## src/rtl/mav_pkg.sv

```systemverilog
`timescale 1ns / 1ps
// ----------------------------------------------------------------------------
// mav_pkg
// Shared constants, register codes and control types of the moving average.
// ----------------------------------------------------------------------------
package mav_pkg;

  localparam int WSIZE_W        = 7;   // window_size register width
  localparam int GAIN_W         = 21;  // scale_gain register width, Q5.16
  localparam int GAIN_FRAC_BITS = 16;
  localparam int MV_W           = 16;  // voltage output width
  localparam int CFG_IDX_W      = 1;
  localparam int CFG_DATA_W     = GAIN_W;
  localparam int FS_W           = 12;

  localparam logic [FS_W-1:0]    FULL_SCALE_MV = 12'd3300;
  localparam logic [WSIZE_W-1:0] WSIZE_RESET   = 7'd16;
  localparam logic [GAIN_W-1:0]  GAIN_RESET    = 21'd65536;

  localparam logic [CFG_IDX_W-1:0] REG_WINDOW_SIZE = 1'b0;
  localparam logic [CFG_IDX_W-1:0] REG_SCALE_GAIN  = 1'b1;

  // control from the sequencer to the sample ring
  typedef struct packed {
    logic clr;    // drop history
    logic rd_en;  // fetch the entry at the write pointer
    logic upd;    // replace that entry, update sum and fill
  } ring_ctrl_t;

endpackage

```

## src/rtl/mav_ring.sv

```systemverilog
`timescale 1ns / 1ps
// ----------------------------------------------------------------------------
// mav_ring
// Sample history memory with write pointer, fill count and running sum.
// ----------------------------------------------------------------------------
module mav_ring #(
  parameter int WINDOW_MAX  = 64,
  parameter int SAMPLE_BITS = 12,
  parameter int PTR_W       = (WINDOW_MAX > 1) ? $clog2(WINDOW_MAX) : 1,
  parameter int CNT_W       = $clog2(WINDOW_MAX + 1),
  parameter int SUM_W       = SAMPLE_BITS + CNT_W
) (
  input  logic                    clk_i,
  input  logic                    rst_ni,
  input  mav_pkg::ring_ctrl_t     ctrl_i,
  input  logic [CNT_W-1:0]        win_i,
  input  logic [SAMPLE_BITS-1:0]  sample_i,
  output logic [SUM_W-1:0]        sum_o,
  output logic [CNT_W-1:0]        fill_o,
  output logic                    full_o
);
  import mav_pkg::*;

  logic [SAMPLE_BITS-1:0] mem_q [WINDOW_MAX];
  logic [SAMPLE_BITS-1:0] rd_q;
  logic [PTR_W-1:0]       wp_q, wp_d;
  logic [CNT_W-1:0]       fill_q, fill_d;
  logic [SUM_W-1:0]       sum_q, sum_d;
  logic                   full_now;

  // one read, one write port; an item reads then writes the same slot
  always_ff @(posedge clk_i) begin
    if (ctrl_i.rd_en) begin
      rd_q <= mem_q[wp_q];
    end
    if (ctrl_i.upd) begin
      mem_q[wp_q] <= sample_i;
    end
  end

  assign full_now = (fill_q == win_i);

  always_comb begin
    wp_d   = wp_q;
    fill_d = fill_q;
    sum_d  = sum_q;
    if (ctrl_i.clr) begin
      wp_d   = '0;
      fill_d = '0;
      sum_d  = '0;
    end else if (ctrl_i.upd) begin
      if (full_now) begin
        // oldest code sits in this slot
        sum_d = sum_q - SUM_W'(rd_q) + SUM_W'(sample_i);
      end else begin
        fill_d = fill_q + CNT_W'(1);
        sum_d  = sum_q + SUM_W'(sample_i);
      end
      if ((CNT_W'(wp_q) + CNT_W'(1)) == win_i) begin
        wp_d = '0;
      end else begin
        wp_d = wp_q + PTR_W'(1);
      end
    end
  end

  always_ff @(posedge clk_i or negedge rst_ni) begin
    if (!rst_ni) begin
      wp_q   <= '0;
      fill_q <= '0;
      sum_q  <= '0;
    end else begin
      wp_q   <= wp_d;
      fill_q <= fill_d;
      sum_q  <= sum_d;
    end
  end

  assign sum_o  = sum_q;
  assign fill_o = fill_q;
  assign full_o = full_now;

endmodule

```

## src/rtl/mav_div.sv

```systemverilog
`timescale 1ns / 1ps
// ----------------------------------------------------------------------------
// mav_div
// Restoring unsigned divider, one quotient bit per cycle.
// ----------------------------------------------------------------------------
module mav_div #(
  parameter int DIVIDEND_W = 24,
  parameter int DIVISOR_W  = 7
) (
  input  logic                  clk_i,
  input  logic                  rst_ni,
  input  logic                  start_i,
  input  logic [DIVIDEND_W-1:0] dividend_i,
  input  logic [DIVISOR_W-1:0]  divisor_i,
  output logic                  busy_o,
  output logic [DIVIDEND_W-1:0] quotient_o
);
  import mav_pkg::*;

  localparam int CNT_W = $clog2(DIVIDEND_W + 1);

  logic [DIVIDEND_W-1:0] quo_q;
  logic [DIVISOR_W-1:0]  rem_q;
  logic [DIVISOR_W-1:0]  dvs_q;
  logic [CNT_W-1:0]      cnt_q;
  logic                  busy_q;
  logic [DIVISOR_W:0]    shifted;
  logic [DIVISOR_W:0]    diff;
  logic                  fits;

  assign shifted = {rem_q, quo_q[DIVIDEND_W-1]};
  assign diff    = shifted - {1'b0, dvs_q};
  assign fits    = (shifted >= {1'b0, dvs_q});

  always_ff @(posedge clk_i) begin
    if (start_i) begin
      quo_q <= dividend_i;
      rem_q <= '0;
      dvs_q <= divisor_i;
    end else if (busy_q) begin
      rem_q <= fits ? diff[DIVISOR_W-1:0] : shifted[DIVISOR_W-1:0];
      quo_q <= {quo_q[DIVIDEND_W-2:0], fits};
    end
  end

  always_ff @(posedge clk_i or negedge rst_ni) begin
    if (!rst_ni) begin
      busy_q <= 1'b0;
      cnt_q  <= '0;
    end else if (start_i) begin
      busy_q <= 1'b1;
      cnt_q  <= CNT_W'(DIVIDEND_W);
    end else if (busy_q) begin
      cnt_q <= cnt_q - CNT_W'(1);
      if (cnt_q == CNT_W'(1)) begin
        busy_q <= 1'b0;
      end
    end
  end

  assign busy_o     = busy_q;
  assign quotient_o = quo_q;

endmodule

```

## src/rtl/adc_moving_average_voltage.sv

```systemverilog
`timescale 1ns / 1ps
// ----------------------------------------------------------------------------
// adc_moving_average_voltage
// Boxcar average of converter codes with a gain-compensated millivolt value.
// ----------------------------------------------------------------------------
//  channel  | direction | handshake               | payload
//  s_axis   | in        | tvalid / tready         | tdata: sample
//  m_axis   | out       | tvalid / tready         | tdata: average_code, voltage_mv
//           |           |                         | tuser: window_full
//  cfg      | in        | cfg_we_i (no wait)      | cfg_idx_i, cfg_wdata_i
//
// One item at a time: ring read, ring update, two multiply stages, then the
// bit-serial divide by the fill count.
// The result register lets the next item enter while a result waits.
// Reset initialises pointer, fill count, sum, state, output valid and config;
// ring contents are left as they are and only used after being written.
// ----------------------------------------------------------------------------
module adc_moving_average_voltage #(
  parameter int WINDOW_MAX  = 64,
  parameter int SAMPLE_BITS = 12
) (
  input  logic                                   clk_i,
  input  logic                                   rst_ni,
  // sample
  input  logic [((SAMPLE_BITS+7)/8)*8-1:0]       s_axis_tdata,
  input  logic                                   s_axis_tvalid,
  output logic                                   s_axis_tready,
  // average_code, voltage_mv
  output logic [((SAMPLE_BITS+16+7)/8)*8-1:0]    m_axis_tdata,
  // window_full
  output logic                                   m_axis_tuser,
  output logic                                   m_axis_tvalid,
  input  logic                                   m_axis_tready,
  input  logic                                   cfg_we_i,
  input  logic [mav_pkg::CFG_IDX_W-1:0]          cfg_idx_i,
  input  logic [mav_pkg::CFG_DATA_W-1:0]         cfg_wdata_i
);
  import mav_pkg::*;

  localparam int CNT_W    = $clog2(WINDOW_MAX + 1);
  localparam int SUM_W    = SAMPLE_BITS + CNT_W;
  localparam int P1_W     = SUM_W + FS_W;
  localparam int P2_W     = P1_W + GAIN_W;
  localparam int DIV_W    = P2_W - SAMPLE_BITS - GAIN_FRAC_BITS;
  localparam int OUT_W    = ((SAMPLE_BITS + MV_W + 7) / 8) * 8;

  localparam logic [2:0] ST_IDLE = 3'd0;
  localparam logic [2:0] ST_UPD  = 3'd1;
  localparam logic [2:0] ST_MUL1 = 3'd2;
  localparam logic [2:0] ST_MUL2 = 3'd3;
  localparam logic [2:0] ST_DIVS = 3'd4;
  localparam logic [2:0] ST_DIVW = 3'd5;
  localparam logic [2:0] ST_DONE = 3'd6;

  logic [2:0]             state_q, state_d;
  logic [WSIZE_W-1:0]     wsize_q;
  logic [GAIN_W-1:0]      gain_q;
  logic [CNT_W-1:0]       win;
  logic [SAMPLE_BITS-1:0] sample_q;
  logic [P1_W-1:0]        p1_q;
  logic [P2_W-1:0]        p2_q;
  ring_ctrl_t             ring_ctrl;
  logic [SUM_W-1:0]       sum;
  logic [CNT_W-1:0]       fill;
  logic                   full;
  logic                   div_start;
  logic                   avg_busy, mv_busy;
  logic [DIV_W-1:0]       avg_quo, mv_quo;
  logic                   s_acc;
  logic                   out_free;
  logic                   out_load;
  logic                   out_valid_q;
  logic [SAMPLE_BITS-1:0] avg_q;
  logic [MV_W-1:0]        mv_q;
  logic                   full_q;
  logic [MV_W-1:0]        mv_sat;

  // effective window: zero counts as one, large values clamp
  always_comb begin
    if (wsize_q == '0) begin
      win = CNT_W'(1);
    end else if (32'(wsize_q) > WINDOW_MAX) begin
      win = CNT_W'(WINDOW_MAX);
    end else begin
      win = CNT_W'(wsize_q);
    end
  end

  always_ff @(posedge clk_i or negedge rst_ni) begin
    if (!rst_ni) begin
      wsize_q <= WSIZE_RESET;
      gain_q  <= GAIN_RESET;
    end else if (cfg_we_i) begin
      unique case (cfg_idx_i)
        REG_WINDOW_SIZE: wsize_q <= cfg_wdata_i[WSIZE_W-1:0];
        REG_SCALE_GAIN:  gain_q  <= cfg_wdata_i;
        default: ;
      endcase
    end
  end

  assign s_axis_tready = (state_q == ST_IDLE);
  assign s_acc         = s_axis_tvalid && s_axis_tready;
  assign out_free      = !out_valid_q || m_axis_tready;

  assign ring_ctrl.clr   = cfg_we_i && (cfg_idx_i == REG_WINDOW_SIZE);
  assign ring_ctrl.rd_en = s_acc;
  assign ring_ctrl.upd   = (state_q == ST_UPD);
  assign div_start       = (state_q == ST_DIVS);

  always_comb begin
    state_d  = state_q;
    out_load = 1'b0;
    unique case (state_q)
      ST_IDLE: if (s_acc) state_d = ST_UPD;
      ST_UPD:  state_d = ST_MUL1;
      ST_MUL1: state_d = ST_MUL2;
      ST_MUL2: state_d = ST_DIVS;
      ST_DIVS: state_d = ST_DIVW;
      ST_DIVW: if (!avg_busy && !mv_busy) state_d = ST_DONE;
      ST_DONE: begin
        if (out_free) begin
          out_load = 1'b1;
          state_d  = ST_IDLE;
        end
      end
      default: state_d = ST_IDLE;
    endcase
  end

  always_ff @(posedge clk_i or negedge rst_ni) begin
    if (!rst_ni) begin
      state_q     <= ST_IDLE;
      out_valid_q <= 1'b0;
    end else begin
      state_q <= state_d;
      if (out_load) begin
        out_valid_q <= 1'b1;
      end else if (m_axis_tready) begin
        out_valid_q <= 1'b0;
      end
    end
  end

  always_ff @(posedge clk_i) begin
    if (s_acc) begin
      sample_q <= s_axis_tdata[SAMPLE_BITS-1:0];
    end
    if (state_q == ST_MUL1) begin
      p1_q <= P1_W'(sum) * P1_W'(FULL_SCALE_MV);
    end
    if (state_q == ST_MUL2) begin
      p2_q <= P2_W'(p1_q) * P2_W'(gain_q);
    end
    if (out_load) begin
      avg_q  <= avg_quo[SAMPLE_BITS-1:0];
      mv_q   <= mv_sat;
      full_q <= full;
    end
  end

  assign mv_sat = (|mv_quo[DIV_W-1:MV_W]) ? {MV_W{1'b1}} : mv_quo[MV_W-1:0];

  mav_ring #(
    .WINDOW_MAX  (WINDOW_MAX),
    .SAMPLE_BITS (SAMPLE_BITS)
  ) u_ring (
    .clk_i    (clk_i),
    .rst_ni   (rst_ni),
    .ctrl_i   (ring_ctrl),
    .win_i    (win),
    .sample_i (sample_q),
    .sum_o    (sum),
    .fill_o   (fill),
    .full_o   (full)
  );

  mav_div #(
    .DIVIDEND_W (DIV_W),
    .DIVISOR_W  (CNT_W)
  ) u_div_avg (
    .clk_i      (clk_i),
    .rst_ni     (rst_ni),
    .start_i    (div_start),
    .dividend_i (DIV_W'(sum)),
    .divisor_i  (fill),
    .busy_o     (avg_busy),
    .quotient_o (avg_quo)
  );

  // floor(floor(p2 / 2^k) / fill) equals floor(p2 / (fill * 2^k))
  mav_div #(
    .DIVIDEND_W (DIV_W),
    .DIVISOR_W  (CNT_W)
  ) u_div_mv (
    .clk_i      (clk_i),
    .rst_ni     (rst_ni),
    .start_i    (div_start),
    .dividend_i (p2_q[P2_W-1:SAMPLE_BITS+GAIN_FRAC_BITS]),
    .divisor_i  (fill),
    .busy_o     (mv_busy),
    .quotient_o (mv_quo)
  );

  assign m_axis_tvalid = out_valid_q;
  assign m_axis_tdata  = OUT_W'({mv_q, avg_q});
  assign m_axis_tuser  = full_q;

  // no new item while the dividers are running
  assert property (@(posedge clk_i) disable iff (!rst_ni)
    s_acc |-> (!avg_busy && !mv_busy))
    else $error("item accepted during divide");

  assert property (@(posedge clk_i) disable iff (!rst_ni)
    fill <= win)
    else $error("fill count above window");

  assert property (@(posedge clk_i) disable iff (!rst_ni)
    (cfg_we_i && (cfg_idx_i == REG_WINDOW_SIZE)) |=> (fill == '0 && sum == '0))
    else $error("window write did not clear history");

  assert property (@(posedge clk_i) disable iff (!rst_ni)
    (state_q == ST_UPD) |-> (fill != '0 || win != '0))
    else $error("ring update with no window");

endmodule
```

## config.mk

```make
export PLATFORM = sky130hd
export DESIGN_NAME = adc_moving_average_voltage
export DESIGN_NICKNAME = d
export VERILOG_FILES = /design/src/rtl/mav_pkg.sv /design/src/rtl/mav_ring.sv /design/src/rtl/mav_div.sv /design/src/rtl/adc_moving_average_voltage.sv
export SDC_FILE = /design/constraint.sdc
export NUM_CORES = 2
export LEC_CHECK = 0
export BUFFER_PORTS_ARGS = -buffer_cell sky130_fd_sc_hd__buf_4
export CAP_MARGIN = 25
export CORE_UTILIZATION = 25
export DETAILED_ROUTE_END_ITERATION = 8
export GPL_TIMING_DRIVEN = 0
export PLACE_DENSITY = 0.48
export SLEW_MARGIN = 20
export SYNTH_ARGS = -nofsm -noshare
export SYNTH_HDL_FRONTEND = slang
export SYNTH_SLANG_ARGS = --single-unit
```

## constraint.sdc

```tcl
create_clock -name clk_i -period 7.17 [get_ports clk_i]
set_clock_uncertainty 0.1 [all_clocks]
set_input_delay 1.434 -clock clk_i [delete_from_list [all_inputs] [get_ports clk_i]]
set_output_delay 1.434 -clock clk_i [all_outputs]
set_load 0.02 [all_outputs]
```

==> impl_metrics.tcl <==
set metrics [dict create \
    status "finished with violations" \
    violations "negative setup slack" \
    postCtsHoldBufs 0 \
    syn-mean-instance-area_um2 12.3 \
    drtPass1Iterations 5 \
    crit_top_cell "fa_1" \
    cp_cell_sequence "buf_4 -> clkbuf_8 -> and2_1 -> fa_1 -> inv_1 -> fa_1 -> fa_1 -> inv_1 -> fa_1 -> fa_1 -> fa_1 -> inv_1 -> fa_1 -> inv_1 -> ha_4 -> nand2_2 -> o211ai_1 -> a21oi_2 -> o31ai_4 -> a211oi_4 -> buf_6 -> a211oi_4 -> or3_1 -> nand3_2" \
    endpoint_kind "register" \
    yosys_warnings 0 \
    dieArea_mm2 0.252 \
    finalMaxSlewViolations 0 \
    yosysUniqueCellTypes 87 \
    die_h_um 502 \
    fin_ws_ns -0.0626 \
    cts_sinks 1019 \
    synth_ff_type "edfxtp_1" \
    route.vias.total 42338 \
    drtAntennaViolNets 0 \
    gp_congestion 0.916 \
    io_pins 78 \
    grt_use_total 0.175 \
    clk_pin_slew_ns 0.06 \
    clockRootBuffer "clkbuf_16" \
    fin_crit_ns 7.23 \
    rsz0062_at_grt "yes" \
    timing_hold_violations_final 0 \
    slew-limit-headroom 0.235 \
    detailed_place_hpwl_um 163000 \
    setup_viol 4 \
    worstSetupPathType "reg2reg" \
    grt_pass1_wl_um 316000 \
    cp_max_fo 6 \
    clk_path_buf_depth 3 \
    worstMarginPinSlew_ns 1.15 \
    place_ws_ns -1.27 \
    routed_wl_um 221000 \
    area_growth_syn_to_layout_pct 18.3 \
    via_per_inst 4.78 \
    cts_buffers 108 \
    ys_seq_elements 1019 \
    max_stage_delay_ns 0.56 \
    initial_core_util 0.251 \
    drive_gt1_frac 0.136 \
    drcViolationCount 0 \
    die_w_um 502 \
    max_freq_ghz 0.138 \
    clock_latency_ns 0.81 \
    io_buffers 69 \
    min_period_over_period 1.01 \
    grt.overflow.total 0 \
    cap_violations 0 \
    cts_tree "done" \
    fin_nets 6355 \
    routedWlPerCell_um 24.9 \
    antenna_found_initial 6 \
    async_reset_ff_frac 0.0746 \
    postSynthCellCount 5086 \
    core-area_mm2 0.249 \
    ctsHtreeMaxLevel 3 \
    fill_cells 25425 \
    drtIter0Drc 4030 \
    cp.required_ns 7.58 \
    grt_start_max_net_pins 77 \
    syn_area_mm2 0.0625 \
    grt_pass1_vias 43252 \
    setup_tns_ns -0.131 \
    crit_path_top_delay_cell "fa_1" \
    crit_path_start_kind "register" \
    synth-seq-area-share 0.480 \
    synth_edf_count 924 \
    worstHoldPathType "reg2reg" \
    num_rows 183 \
    cp.arrival_ns 7.64 \
]
[Yosys cell counts (84+ instances only)]
| library cell | n | area share |
|---|---|---|
| a21oi_1 | 109 | 0.0087 |
| a221oi_1 | 84 | 0.012 |
| ha_1 | 299 | 0.060 |
| nor2_1 | 165 | 0.0099 |
| a22oi_1 | 226 | 0.027 |
| edfxtp_1 | 924 | 0.44 |
| nand2_1 | 485 | 0.029 |
| and2_1 | 333 | 0.033 |
| clkbuf_1 | 229 | 0.014 |
| fa_1 | 583 | 0.19 |
| inv_1 | 725 | 0.044 |
| a31oi_1 | 86 | 0.0086 |
[critical path, delay by kind of cell (launching register included)]
| family | cells | cell delay (ns) |
|---|---|---|
| flip-flops | 1 | 0.51 |
| adder cells (fa/ha/maj) | 8 | 3.80 |
| AO/OA/AOI/OAI | 5 | 1.41 |
| AND/OR/NAND/NOR | 4 | 0.49 |
| buffers and inverters | 7 | 0.69 |
[kinds of logic after synthesis]
family | Yosys count | synth area share
AO/OA/AOI/OAI | 830 | 0.0964
XOR/XNOR | 96 | 0.0134
flip-flops | 1019 | 0.480
other | 1 | 0.0000600
AND/OR/NAND/NOR | 1221 | 0.0959
buffers and inverters | 997 | 0.0606
adder cells (fa/ha/maj) | 882 | 0.246
multiplexers | 40 | 0.00688
[through the flow]
stage	area (µm²)	hold slack, ns	std cells	utilization
finish	74000	0.369	8856	0.297
global placement	67200	0.348	8488	0.270
CTS	73500	0.375	8822	0.296
global route	74000	0.390	8852	0.297
floorplan	62500	0.326	5089	-
detailed placement	68700	0.361	8574	0.276
[registers in the layout, indices dropped and copies added (netlist names), 7 cells and up]
signal                count
avg_q                    12
gain_q                   21
mv_q                     16
p1_q                     29
p2_q                     24
sample_q                 12
u_div_avg.dvs_q           7
u_div_avg.quotient_o     24
u_div_avg.rem_q           7
u_div_mv.quotient_o      24
u_div_mv.rem_q            7
u_ring.fill_o             7
u_ring.mem_q            768
u_ring.rd_q              12
u_ring.sum_o             19
wsize_q                   7
[cell usage in the layout (no fill, tap or decap), types with 25 or more instances in the layout]
cell type,netlist,layout
o21ai_0,47,45
clkbuf_4,0,25
inv_1,725,719
buf_6,1,34
clkbuf_2,0,57
nand2b_1,26,26
a21o_1,49,49
a221oi_1,84,83
ha_1,299,290
and2_1,333,328
nand4_1,41,41
nor3_1,34,30
a211oi_1,28,27
nor2_2,0,66
buf_4,5,155
xor2_1,34,34
fa_1,583,572
nand3_1,40,38
buf_2,17,37
nor2_1,165,98
xnor2_1,62,61
a21oi_1,109,106
a22oi_1,226,226
o21ai_1,26,25
nand2_1,485,483
dfrtp_1,74,74
edfxtp_1,924,924
a22o_1,80,80
buf_8,0,59
clkbuf_16,0,111
a31oi_1,86,86
clkbuf_1,229,113
[timing repair]
item,CTS,global route
pin swaps,18,48
gates resized for setup,226,104
endpoints found under the setup margin,24,18
buffers inserted,48,27
gates cloned,1,1
[cell type report]
class                           count  area [µm²]  area share
Clock inverter                     72         923      0.0125
Inverter                          726        2730      0.0368
Timing Repair Buffer              234        2460      0.0332
Clock buffer                      130        2810      0.0379
Buffer                            268        1630      0.0220
Antenna cell                        4        10.0    0.000135
Multi-Input combinational cell   3073       29200       0.395
Sequential cell                  1019       30000       0.406
Tap cell                         3330        4170      0.0563
[final timing paths]
| check | cells after the start | slack, ns | startpoint | end |
|---|---|---|---|---|
| min in group asynchronous | 1 | 0.68 | rst_ni | u_ring.sum_o[12] |
| setup / recovery | 24 | -0.06 | p1_q[18] | p2_q[51] |
| max in group asynchronous | 1 | 5.66 | rst_ni | u_div_avg.busy_o |
| setup reg to reg | 24 | -0.06 | p1_q[18] | p2_q[51] |
| hold / removal | 0 | 0.37 | u_div_avg.quotient_o[6] | avg_q[6] |
| hold reg to reg | 0 | 0.37 | u_div_avg.quotient_o[6] | avg_q[6] |
[layer usage]
metal,global-route usage,part of all wire,vias up
met1,0.227,0.41,22096
li1,-,-,18220
met5,0,0.000059,-
met2,0.291,0.48,1677
met3,0.0322,0.076,343
met4,0.0581,0.037,2
Power is left out: the tool's default activity adds up to more than one toggle a clock period on the data nets, which glitch-free logic cannot reach.
